--- src/sv/acwdp_pkg.sv ---
// Shared types and constants for the anchor chaining window core.
`default_nettype none

package acwdp_pkg;

    localparam int WINDOW  = 16;
    localparam int IDX_W   = (WINDOW > 1) ? $clog2(WINDOW) : 1;
    localparam int FILL_W  = $clog2(WINDOW + 1);

    localparam int POS_W   = 31;
    localparam int SCORE_W = 24;
    localparam int TDATA_W = ((2 * POS_W + 7) / 8) * 8;
    localparam int MDATA_W = ((SCORE_W + 7) / 8) * 8;

    localparam int SEED_SCORE = 15;
    localparam int ALPHA_MAX  = 15;
    localparam int ALPHA_W    = 4;
    localparam int SCORE_MAX  = (1 << SCORE_W) - 1;

    // Gaps of 2^27 or more give a penalty above any reachable score.
    localparam int GAP_BITS    = 27;
    localparam int N_W         = GAP_BITS + 4;
    localparam int N4_W        = N_W - 2;
    // floor(n4 / 25) = (n4 * RECIP_M) >> RECIP_SHIFT for n4 < 2^29
    localparam int RECIP_W     = 30;
    localparam logic [RECIP_W-1:0] RECIP_M = 30'd687194768;
    localparam int RECIP_SHIFT = 34;
    localparam int PROD_W      = N4_W + RECIP_W;
    localparam int Q_W         = PROD_W - RECIP_SHIFT;

    localparam int BEST_W = SCORE_W + 1;
    localparam int CAND_W = Q_W + 2;

    typedef struct packed {
        logic             first;
        logic [POS_W-1:0] y;
        logic [POS_W-1:0] x;
    } anchor_t;

endpackage

`default_nettype wire

--- src/sv/anchor_chaining_window_dp_core.sv ---
// Top level of the windowed anchor chaining core.
`default_nettype none

// Scores sorted seed anchors against the last 16 anchors of the current set.
// Each anchor beat on the slave side yields exactly one chain_score beat on the
// master side, in order. An anchor occupies the scoring engine while the ring is
// swept and drained (no sweep when the ring is empty or first_anchor is
// set): one ring entry enters a six-stage compare-add-max pipeline per cycle,
// and the next anchor starts only after this one's score is written back into
// the ring. A two-entry input queue and the output register let both sides
// keep moving while the engine works.
// Setting first_anchor empties the ring before that anchor is scored.

module anchor_chaining_window_dp_core
    import acwdp_pkg::*;
(
    input  wire logic               clk,
    input  wire logic               rst_n,
    input  wire logic               s_tvalid,
    output logic                    s_tready,
    input  wire logic [TDATA_W-1:0] s_tdata,   // anchor_x, anchor_y, zero pad
    input  wire logic               s_tuser,   // first_anchor
    output logic                    m_tvalid,
    input  wire logic               m_tready,
    output logic [MDATA_W-1:0]      m_tdata    // chain_score
);

    logic    q_valid;
    logic    q_ready;
    anchor_t q_item;

    acwdp_front u_front (
        .clk      (clk),
        .rst_n    (rst_n),
        .s_tvalid (s_tvalid),
        .s_tready (s_tready),
        .s_tdata  (s_tdata),
        .s_tuser  (s_tuser),
        .q_valid  (q_valid),
        .q_ready  (q_ready),
        .q_item   (q_item)
    );

    acwdp_back u_back (
        .clk      (clk),
        .rst_n    (rst_n),
        .q_valid  (q_valid),
        .q_ready  (q_ready),
        .q_item   (q_item),
        .m_tvalid (m_tvalid),
        .m_tready (m_tready),
        .m_tdata  (m_tdata)
    );

endmodule

`default_nettype wire

--- src/sv/acwdp_front.sv ---
// Input side: unpacks anchor beats into a two-entry queue for the scoring engine.
`default_nettype none

module acwdp_front
    import acwdp_pkg::*;
(
    input  wire logic               clk,
    input  wire logic               rst_n,
    input  wire logic               s_tvalid,
    output logic                    s_tready,
    input  wire logic [TDATA_W-1:0] s_tdata,   // anchor_x, anchor_y, zero pad
    input  wire logic               s_tuser,   // first_anchor
    output logic                    q_valid,
    input  wire logic               q_ready,
    output anchor_t                 q_item
);

    anchor_t     mem_reg [2];
    logic        wr_ptr_reg, wr_ptr_next;
    logic        rd_ptr_reg, rd_ptr_next;
    logic [1:0]  cnt_reg, cnt_next;
    logic        push, pop;
    anchor_t     in_item;

    assign in_item.x     = s_tdata[POS_W-1:0];
    assign in_item.y     = s_tdata[2*POS_W-1:POS_W];
    assign in_item.first = s_tuser;

    assign s_tready = (cnt_reg != 2'd2);
    assign q_valid  = (cnt_reg != 2'd0);
    assign q_item   = mem_reg[rd_ptr_reg];

    assign push = s_tvalid & s_tready;
    assign pop  = q_valid & q_ready;

    always_comb
    begin
        wr_ptr_next = push ? ~wr_ptr_reg : wr_ptr_reg;
        rd_ptr_next = pop ? ~rd_ptr_reg : rd_ptr_reg;
        cnt_next    = cnt_reg;
        if (push && !pop)
        begin
            cnt_next = cnt_reg + 2'd1;
        end
        else if (pop && !push)
        begin
            cnt_next = cnt_reg - 2'd1;
        end
    end

    always_ff @(posedge clk or negedge rst_n)
    begin
        if (!rst_n)
        begin
            wr_ptr_reg <= 1'b0;
            rd_ptr_reg <= 1'b0;
            cnt_reg    <= 2'd0;
        end
        else
        begin
            wr_ptr_reg <= wr_ptr_next;
            rd_ptr_reg <= rd_ptr_next;
            cnt_reg    <= cnt_next;
        end
    end

    always_ff @(posedge clk)
    begin
        if (push)
        begin
            mem_reg[wr_ptr_reg] <= in_item;
        end
    end

endmodule

`default_nettype wire

--- src/sv/acwdp_back.sv ---
// Scoring engine: sweeps the anchor ring through a compare-add-max pipeline.
`default_nettype none

module acwdp_back
    import acwdp_pkg::*;
(
    input  wire logic               clk,
    input  wire logic               rst_n,
    input  wire logic               q_valid,
    output logic                    q_ready,
    input  wire anchor_t            q_item,
    output logic                    m_tvalid,
    input  wire logic               m_tready,
    output logic [MDATA_W-1:0]      m_tdata    // chain_score
);

    localparam logic [1:0] ST_IDLE  = 2'd0;
    localparam logic [1:0] ST_RUN   = 2'd1;
    localparam logic [1:0] ST_DRAIN = 2'd2;

    // anchor ring
    logic [POS_W-1:0]   wx_reg [WINDOW];
    logic [POS_W-1:0]   wy_reg [WINDOW];
    logic [SCORE_W-1:0] ws_reg [WINDOW];

    logic [1:0]         state_reg, state_next;
    logic [FILL_W-1:0]  fill_reg, fill_next;
    logic [IDX_W-1:0]   head_reg, head_next;
    logic [FILL_W-1:0]  idx_reg, idx_next;
    logic [FILL_W-1:0]  cnt_reg, cnt_next;
    logic [BEST_W-1:0]  best_reg, best_next;
    logic [POS_W-1:0]   cur_x_reg, cur_y_reg;
    logic               out_valid_reg, out_valid_next;
    logic [SCORE_W-1:0] out_data_reg;

    logic pop, issue, pipe_busy, finish;
    logic [SCORE_W-1:0] score_sat;

    // pipeline
    logic               p1_v_reg, p2_v_reg, p3_v_reg, p4_v_reg, p5_v_reg;
    logic [POS_W-1:0]   p1_x_reg, p1_y_reg;
    logic [SCORE_W-1:0] p1_s_reg, p2_s_reg, p3_s_reg, p4_s_reg, p5_s_reg;
    logic signed [POS_W:0] p2_dx_reg, p2_dy_reg;
    logic               p3_ok_reg, p4_ok_reg, p5_ok_reg;
    logic [ALPHA_W-1:0] p3_alpha_reg, p4_alpha_reg, p5_alpha_reg;
    logic [POS_W-1:0]   p3_l_reg;
    logic [N4_W-1:0]    p4_n4_reg;
    logic               p4_lz_reg;
    logic [Q_W-1:0]     p5_q_reg;

    logic               s3_ok;
    logic [POS_W-1:0]   s3_mn, s3_l;
    logic [ALPHA_W-1:0] s3_alpha;
    logic [GAP_BITS-1:0] s4_l;
    logic [N_W-1:0]     s4_n;
    logic [PROD_W-1:0]  s5_prod;
    logic signed [CAND_W-1:0] s6_cand;
    logic               s6_win;

    assign q_ready   = (state_reg == ST_IDLE);
    assign pop       = q_valid & q_ready;
    assign issue     = (state_reg == ST_RUN) && (idx_reg < cnt_reg);
    assign pipe_busy = p1_v_reg | p2_v_reg | p3_v_reg | p4_v_reg | p5_v_reg;
    assign finish    = (state_reg == ST_DRAIN) && !pipe_busy && (!out_valid_reg || m_tready);
    assign score_sat = (best_reg > BEST_W'(SCORE_MAX)) ? SCORE_W'(SCORE_MAX)
                                                       : best_reg[SCORE_W-1:0];

    assign m_tvalid = out_valid_reg;
    assign m_tdata  = MDATA_W'(out_data_reg);

    // stage 3: predecessor test, alpha, gap difference
    always_comb
    begin
        s3_ok = !p2_dx_reg[POS_W] && (p2_dx_reg != '0) && !p2_dy_reg[POS_W] && (p2_dy_reg != '0);
        if (p2_dx_reg[POS_W-1:0] < p2_dy_reg[POS_W-1:0])
        begin
            s3_mn = p2_dx_reg[POS_W-1:0];
            s3_l  = p2_dy_reg[POS_W-1:0] - p2_dx_reg[POS_W-1:0];
        end
        else
        begin
            s3_mn = p2_dy_reg[POS_W-1:0];
            s3_l  = p2_dx_reg[POS_W-1:0] - p2_dy_reg[POS_W-1:0];
        end
        s3_alpha = (s3_mn > POS_W'(ALPHA_MAX)) ? ALPHA_W'(ALPHA_MAX) : s3_mn[ALPHA_W-1:0];
    end

    // stage 4: 15*l - 1, stage 5: divide by 100 via reciprocal
    assign s4_l    = p3_l_reg[GAP_BITS-1:0];
    assign s4_n    = ({s4_l, 4'b0000} - {4'b0000, s4_l}) - N_W'(1);
    assign s5_prod = PROD_W'(p4_n4_reg) * PROD_W'(RECIP_M);

    // stage 6: candidate and running max
    assign s6_cand = $signed(CAND_W'(p5_s_reg)) + $signed(CAND_W'(p5_alpha_reg))
                   - $signed(CAND_W'(p5_q_reg));
    assign s6_win  = p5_v_reg && p5_ok_reg && (s6_cand > $signed(CAND_W'(best_reg)));

    always_comb
    begin
        state_next     = state_reg;
        fill_next      = fill_reg;
        head_next      = head_reg;
        idx_next       = idx_reg;
        cnt_next       = cnt_reg;
        best_next      = best_reg;
        out_valid_next = out_valid_reg & ~m_tready;

        if (s6_win)
        begin
            best_next = s6_cand[BEST_W-1:0];
        end

        unique case (state_reg)
            ST_IDLE:
            begin
                if (pop)
                begin
                    best_next = BEST_W'(SEED_SCORE);
                    idx_next  = '0;
                    if (q_item.first)
                    begin
                        fill_next = '0;
                        head_next = '0;
                        cnt_next  = '0;
                    end
                    else
                    begin
                        cnt_next = fill_reg;
                    end
                    state_next = (q_item.first || fill_reg == '0) ? ST_DRAIN : ST_RUN;
                end
            end
            ST_RUN:
            begin
                idx_next = idx_reg + FILL_W'(1);
                if (idx_reg + FILL_W'(1) >= cnt_reg)
                begin
                    state_next = ST_DRAIN;
                end
            end
            ST_DRAIN:
            begin
                if (finish)
                begin
                    out_valid_next = 1'b1;
                    head_next  = (head_reg == IDX_W'(WINDOW - 1)) ? '0 : head_reg + IDX_W'(1);
                    if (fill_reg < FILL_W'(WINDOW))
                    begin
                        fill_next = fill_reg + FILL_W'(1);
                    end
                    state_next = ST_IDLE;
                end
            end
            default:
            begin
                state_next = ST_IDLE;
            end
        endcase
    end

    always_ff @(posedge clk or negedge rst_n)
    begin
        if (!rst_n)
        begin
            state_reg     <= ST_IDLE;
            fill_reg      <= '0;
            head_reg      <= '0;
            idx_reg       <= '0;
            cnt_reg       <= '0;
            best_reg      <= '0;
            out_valid_reg <= 1'b0;
            p1_v_reg      <= 1'b0;
            p2_v_reg      <= 1'b0;
            p3_v_reg      <= 1'b0;
            p4_v_reg      <= 1'b0;
            p5_v_reg      <= 1'b0;
        end
        else
        begin
            state_reg     <= state_next;
            fill_reg      <= fill_next;
            head_reg      <= head_next;
            idx_reg       <= idx_next;
            cnt_reg       <= cnt_next;
            best_reg      <= best_next;
            out_valid_reg <= out_valid_next;
            p1_v_reg      <= issue;
            p2_v_reg      <= p1_v_reg;
            p3_v_reg      <= p2_v_reg;
            p4_v_reg      <= p3_v_reg;
            p5_v_reg      <= p4_v_reg;
        end
    end

    always_ff @(posedge clk)
    begin
        if (pop)
        begin
            cur_x_reg <= q_item.x;
            cur_y_reg <= q_item.y;
        end
        if (finish)
        begin
            out_data_reg     <= score_sat;
            wx_reg[head_reg] <= cur_x_reg;
            wy_reg[head_reg] <= cur_y_reg;
            ws_reg[head_reg] <= score_sat;
        end

        p1_x_reg <= wx_reg[idx_reg[IDX_W-1:0]];
        p1_y_reg <= wy_reg[idx_reg[IDX_W-1:0]];
        p1_s_reg <= ws_reg[idx_reg[IDX_W-1:0]];

        p2_dx_reg <= $signed({1'b0, cur_x_reg}) - $signed({1'b0, p1_x_reg});
        p2_dy_reg <= $signed({1'b0, cur_y_reg}) - $signed({1'b0, p1_y_reg});
        p2_s_reg  <= p1_s_reg;

        p3_ok_reg    <= s3_ok;
        p3_alpha_reg <= s3_alpha;
        p3_l_reg     <= s3_l;
        p3_s_reg     <= p2_s_reg;

        p4_n4_reg    <= s4_n[N_W-1:2];
        p4_lz_reg    <= (p3_l_reg == '0);
        p4_ok_reg    <= p3_ok_reg && (p3_l_reg[POS_W-1:GAP_BITS] == '0);
        p4_alpha_reg <= p3_alpha_reg;
        p4_s_reg     <= p3_s_reg;

        p5_q_reg     <= p4_lz_reg ? '0 : s5_prod[PROD_W-1:RECIP_SHIFT];
        p5_ok_reg    <= p4_ok_reg;
        p5_alpha_reg <= p4_alpha_reg;
        p5_s_reg     <= p4_s_reg;
    end

endmodule

`default_nettype wire

--- config.mk ---
export PLATFORM = sky130hd
export DESIGN_NAME = anchor_chaining_window_dp_core
export DESIGN_NICKNAME = d
export VERILOG_FILES = /design/src/sv/acwdp_pkg.sv /design/src/sv/anchor_chaining_window_dp_core.sv /design/src/sv/acwdp_front.sv /design/src/sv/acwdp_back.sv
export SDC_FILE = /design/constraint.sdc
export NUM_CORES = 2
export LEC_CHECK = 0
export ABC_AREA = 1
export BUFFER_PORTS_ARGS = -buffer_cell sky130_fd_sc_hd__buf_2
export CAP_MARGIN = 20
export CORE_MARGIN = 4
export CORE_UTILIZATION = 64
export DETAILED_ROUTE_END_ITERATION = 6
export PLACE_DENSITY_LB_ADDON = 0.2
export SYNTH_ARGS = -nofsm -noshare
export SYNTH_HDL_FRONTEND = slang
export SYNTH_HIERARCHICAL = 1
export SYNTH_SLANG_ARGS = --single-unit
--- constraint.sdc ---
create_clock -name clk -period 7.2 [get_ports clk]
set_clock_uncertainty 0.2 [all_clocks]
set_input_delay 0.36 -clock clk [delete_from_list [all_inputs] [get_ports clk]]
set_output_delay 0.36 -clock clk [all_outputs]
set_load 0.02 [all_outputs]
* After elaboration in Yosys (flattened, before gate mapping)
Memory sizes are Yosys's and may differ from the RTL's. A register that Yosys moved wholly into a read port is not among the register bits.
Cells that the tools add are included.
** Storage, ports and cells
- Bits in registers :: 403
- Memories kept :: 4
- RAM bits :: 1502
- Output and inout port bits :: 26
** Cells by class
- Equal/unequal tests :: 9
- Reductions and logical operators :: 34
- Magnitude comparators :: 7
- Multipliers :: 1
- Multiplexer cells :: 31
- Bitwise operators :: 10
- Add/sub/neg operators :: 13
** Memory list
- u_back.wx_reg :: words 16, bits a word 31, rd ports 1, clocked after Yosys merged registers in 1, write ports 1, line acwdp_back.sv:22 : logic [POS_W-1:0] wx_reg [WINDOW];
- u_back.wy_reg :: words 16, bits a word 31, rd ports 1, clocked after Yosys merged registers in 1, write ports 1, line acwdp_back.sv:23 : logic [POS_W-1:0] wy_reg [WINDOW];
- u_back.ws_reg :: words 16, bits a word 24, rd ports 1, clocked after Yosys merged registers in 1, write ports 1, line acwdp_back.sv:24 : logic [SCORE_W-1:0] ws_reg [WINDOW];
- u_front.mem_reg :: words 2, bits a word 63, rd ports 1, clocked after Yosys merged registers in 0, write ports 1, line acwdp_front.sv:18 : anchor_t mem_reg [2];
** Operators by type and width (number)
- 25-bit 2-to-1 mux :: 3
- 32-bit nonzero test :: 2
- 31-bit by 31-bit subtractor with 32-bit output :: 2
- 31-bit 2-to-1 mux :: 2
- 31-bit subtractor :: 2
- 29-bit by 26-bit multiplier with 55-bit output, second input constant :: 1
- 31-bit by 4-bit > comparator with 1-bit output, second input constant :: 1
- 31-bit zero test :: 1
- 31-bit < comparator :: 1
- 31-bit by 1-bit subtractor with 31-bit output, second input constant :: 1
- 31-bit by 27-bit subtractor with 31-bit output :: 1
- 27-bit by 26-bit > comparator with 1-bit output :: 1
- 27-bit by 26-bit subtractor with 27-bit output :: 1
- 24-bit by 4-bit adder with 25-bit output :: 1
- 25-bit by 24-bit > comparator with 1-bit output, second input constant :: 1
- 5-bit 2-to-1 mux :: 5
- 24-bit 2-to-1 mux :: 1
- 5-bit one-hot mux with 2 select lines :: 2
- 4-bit 2-to-1 mux :: 4
- 2-bit 2-to-1 mux :: 6
- 1-bit logical AND :: 11
- 5-bit by 1-bit adder with 5-bit output, second input constant :: 2
- 2-bit inequality test, second input constant :: 5
- 4-bit one-hot mux with 2 select lines :: 1
- 24 further kinds :: 47

* Logic depth before layout (Yosys ltp)
- Word-level depth :: 9
- Mapped depth :: 30

* By module
Netlist, hierarchy kept.
** By module, submodules not included
- acwdp_back :: instances 1, sequential area each 52150.0 µm², area each 90372.9 µm², cells each 8231
- acwdp_front :: instances 1, sequential area each 3883.7 µm², area each 4828.4 µm², cells each 357

* Worst setup path before layout
OpenSTA, ideal clock, no wires.
- Path kind :: flip-flop to flip-flop
- Start point :: register u_back.state_reg[0]
- End point :: memory u_back.ws_reg[0][0] (enable)
- Arrival time :: 5.336 ns
- Period minus slack after synthesis :: 6.067 ns
- Library setup time :: 0.532 ns
- Stages on the path, launching flop included :: 8
- Data required time :: 6.468 ns
- Path slack :: 1.133 ns
- Cells stage by stage :: dfrtp_1 inv_1 nand2_1 nor4_2 nand2_1 inv_1 nand2_1 nor2_1
** On the way
- Word-level cells in the longest chain between the ends :: 5
** Ends and longest elaborated chain
- start: declaration :: line acwdp_back.sv:26 : logic [1:0] state_reg, state_next;
- start signal: assignment :: line acwdp_back.sv:180 : state_reg <= state_next;
- 2-bit == test :: line acwdp_back.sv:64 : assign finish = (state_reg == ST_DRAIN) && !pipe_busy && (!out_valid_reg || m_tready);
- 1-bit logical AND (2 in a row) :: line acwdp_back.sv:64
- net u_back.finish :: line acwdp_back.sv:36 : logic pop, issue, pipe_busy, finish;
- 1-bit 2-to-1 mux :: line acwdp_back.sv:202 : if (finish)
- 1-bit 2-to-1 mux (not written as such) :: line acwdp_back.sv:207 : ws_reg[head_reg] <= score_sat;
- end: declaration :: line acwdp_back.sv:24
The timed path passes the listed nets, and every way through them passes these cells.

* Final worst setup path
- Start point :: register u_back.p4_n4_reg[16]
- End point :: register u_back.p5_q_reg[12]
** On the way
- Word-level cells in the longest chain between the ends :: 1
** Ends and longest elaborated chain
- start: declaration :: line acwdp_back.sv:47 : logic [N4_W-1:0] p4_n4_reg;
- start signal: assignment :: line acwdp_back.sv:223 : p4_n4_reg <= s4_n[N_W-1:2];
- 29-bit by 26-bit multiplier with 55-bit output :: line acwdp_back.sv:91 : assign s5_prod = PROD_W'(p4_n4_reg) * PROD_W'(RECIP_M);
- end signal: assignment :: line acwdp_back.sv:229 : p5_q_reg <= p4_lz_reg ? '0 : s5_prod[PROD_W-1:RECIP_SHIFT];
- end: declaration :: line acwdp_back.sv:49 : logic [Q_W-1:0] p5_q_reg;
Every way passes these cells.
A chain may end at the register's enable or synchronous reset.

==> results.txt <==
Die H - 393.7 um
FF+latch count, synth - 1,991
metal3 WL - 26,940 um
DIE WIDTH - 393.7 um
prevailing post-synth register cell - edfxtp_1
Post-CTS Repair Setup Buffers - 0
Crit Path Class - reg -> reg
fmax - 0.1534 GHz
Post-Syn Area - 95,200 sq um
nets - 9,594
mean post-synth cell area - 11.09 sq um
vias in the first global route - 64.93k
Crit. End Element - flop
Yosys cell types - 57
layout cell share with drive strength beyond 1 - 5.991%
most common cell after layout, fill and taps aside - edfxtp_1
clk slew on worst S/H paths - 60 ps
IO Count - 95
Syn. warnings - 6
Slew Limit Fails - 0
wire length on met2 - 123,400 um
peak fanout along the critical path - 9
most frequent cells in the layout - edfxtp_1 (1,588), nand2_1 (1,527), inv_1 (936)
Post-synth EDFFs - 1,588
worst endpoint required time - 7750 ps
Total GRT Usage - 34.05%
total iterations of the first detailed-routing run - 6
WP data arrival - 7070 ps
Post-Synthesis Cells - 8,588
M1 wire length - 106,000 um
H-tree depth - 4
PortBufs - 92
Endpoint, Worst Hold - u_front/mem_reg[0][40]$_DFFE_PP_
Max Cap Viol - 0
CP startpoint kind - flop
Top Metal Used - met5
drt wl/cell - 24.77 um
Final Core Density - 70.95%
Routed WL - 267,500 um
Async SR Flop Fraction - 2.813%
measured slew at the worst slew-check pin - 1217 ps
CTS root buffer - clkbuf_16
RSZ-0062 raised after global routing - no
Clock Latency Late Sink - 840 ps
initial antenna violation count - 13
status - completed
maximum clock path buffer count - 3
filler cell count - 10.31k
HPWL after DPL - 170,400 um
first-pass GRT wire length - 397,600 um
Hold Vio Cnt, Final - 0
FF-to-FF setup slack - 680 ps
CTS tree - done
CTS buffer count - 191
GR Overflow Total - 0
Setup Viol. Count Final - 0
min Tclk post-route - 6521 ps
FF/Latch Area - 56,050 sq um
largest net degree at the start of global routing - 220
worst hold path type - in -> reg
area of the multi-input gates - 34,300 sq um
Die Footprint - 155,000 sq um
Initial Util - 64.40%
Vias - 66.35k
Hold Crit Depth - 2
1st-iter DRT viols - 7,790
Routed Antenna Nets - 0
slew margin rel. - 18.88%
placed inst area - 97,440 sq um
Core Box Area - 147,800 sq um
Via-to-Cell Ratio - 6.145
DRC - 0
gpl congestion - 0.9811
setup TNS - 0 ps
syn_nets - 9,488
RR Startpoint - u_back/p4_n4_reg[16]$_DFF_P_
sequential share of the synthesized area - 58.86%
Cell Rows - 141
P&R area growth vs syn - 10.18%
cells on worst reg2reg path - 23
Tcrit/Tclk final - 90.57%
clock sinks - 1,991
r2r endpoint - u_back/p5_q_reg[12]$_SDFF_PP0_
post-route cell area - 104,900 sq um
Hold Path Origin - s_tdata[40]
metrics by stage:
stage / cells / worst slack, ps / hold slack, ps
floorplan: 8588 / 1133 / -135.6
global placement: 10355 / 784.6 / 112.5
detailed placement: 10355 / 772.4 / 112.1
CTS: 10793 / 769.1 / 0.1670
global route: 10794 / 383.6 / 32.28
finish: 10798 / 679.0 / 48.16
per-layer routing:
metal / vias to the layer above / track usage [%]
met5: - / 0
met4: 14 / 13.14
met3: 609 / 6.296
met2: 3501 / 53.80
met1: 32355 / 47.52
li1: 29874 / -
cell usage after synthesis, types with 6 or more instances:
master	n	area (sq um)
buf_6	9	101.4
clkbuf_2	6	30.03
fa_1	278	5565
a21boi_0	8	60.06
nor3_1	53	265.3
o21ai_1	100	500.5
buf_2	77	385.4
ha_1	553	6919
a31oi_1	12	75.07
inv_1	938	3521
nand3b_1	6	45.04
buf_1	28	105.1
edfxtp_1	1588	47690
o21bai_1	30	225.2
nor2_1	739	2774
a21oi_1	507	2537
a221oi_1	105	919.6
dfxtp_1	347	6947
xor2_1	117	1025
xnor2_1	35	306.5
nand2_2	7	43.79
dfrtp_1	56	1401
o211ai_1	11	82.58
nor2_2	8	50.05
o22ai_1	109	681.9
inv_2	7	26.28
nor4_1	17	106.4
o21a_1	8	60.06
nand3_2	12	120.1
nand2_1	1528	5736
o21ai_0	546	2733
a21o_1	41	307.8
clkbuf_1	191	716.9
buf_4	7	52.55
o221ai_1	70	613.1
nand4_1	109	681.9
nand3_1	277	1386
layout make-up:
class,instances,share of cell area [%]
clock buffers,261,5.067
diodes,4,0.009543
flip-flops and latches,1991,53.44
well taps,1930,2.302
inverters,949,3.417
clock inverters,102,1.297
multi-input cells,5325,32.70
repair buffers,236,1.774
cell families after synthesis:
family / Yosys count / share of synthesized area (%)
AND/OR/NAND/NOR: 2767 / 11.86
flip-flops: 1991 / 58.86
AO/OA/AOI/OAI: 1574 / 9.481
buffers and inverters: 1272 / 5.275
adder cells (fa/ha/maj): 831 / 13.11
XOR/XNOR: 152 / 1.398
multiplexers: 1 / 0.01051
critical path, stage by stage (launching register included):
cell and delay, ps:
dfxtp_1 710, ha_1 360, inv_1 150, fa_1 460, fa_1 520, inv_1 60, fa_1 560, fa_1 480
fa_1 500, inv_1 50, fa_1 480, inv_1 40, ha_1 370, nand2_1 130, nor2_1 120, inv_1 80
nor4_1 610, nand2_1 120, nand2_1 130, nand2_1 60, nand2_1 80, nand2_1 50, nand2_1 60, nor2_1 50
worst max path at each step:
stage                                         start                        endpoint  slack (ps)
floorplan           u_back/state_reg[0]$_DFFE_PN0P_   u_back/ws_reg[0][0]$_DFFE_PP_        1130
global placement       u_back/p4_n4_reg[16]$_DFF_P_  u_back/p5_q_reg[12]$_SDFF_PP0_         780
detailed placement     u_back/p4_n4_reg[16]$_DFF_P_  u_back/p5_q_reg[12]$_SDFF_PP0_         770
CTS                    u_back/p4_n4_reg[16]$_DFF_P_  u_back/p5_q_reg[12]$_SDFF_PP0_         770
global route           u_back/p4_n4_reg[16]$_DFF_P_  u_back/p5_q_reg[12]$_SDFF_PP0_         380
finish                 u_back/p4_n4_reg[16]$_DFF_P_  u_back/p5_q_reg[12]$_SDFF_PP0_         680
what timing repair did:
item / 4_1_cts / 5_1_grt
endpoints found under the hold margin: 204 / 0
resized for setup: 0 / 0
endpoints found under the setup margin: 0 / 0
hold buffers: 75 / 0
Power is left out: the tool's default activity adds up to more than one toggle a clock period on the data nets, which glitch-free logic cannot reach.
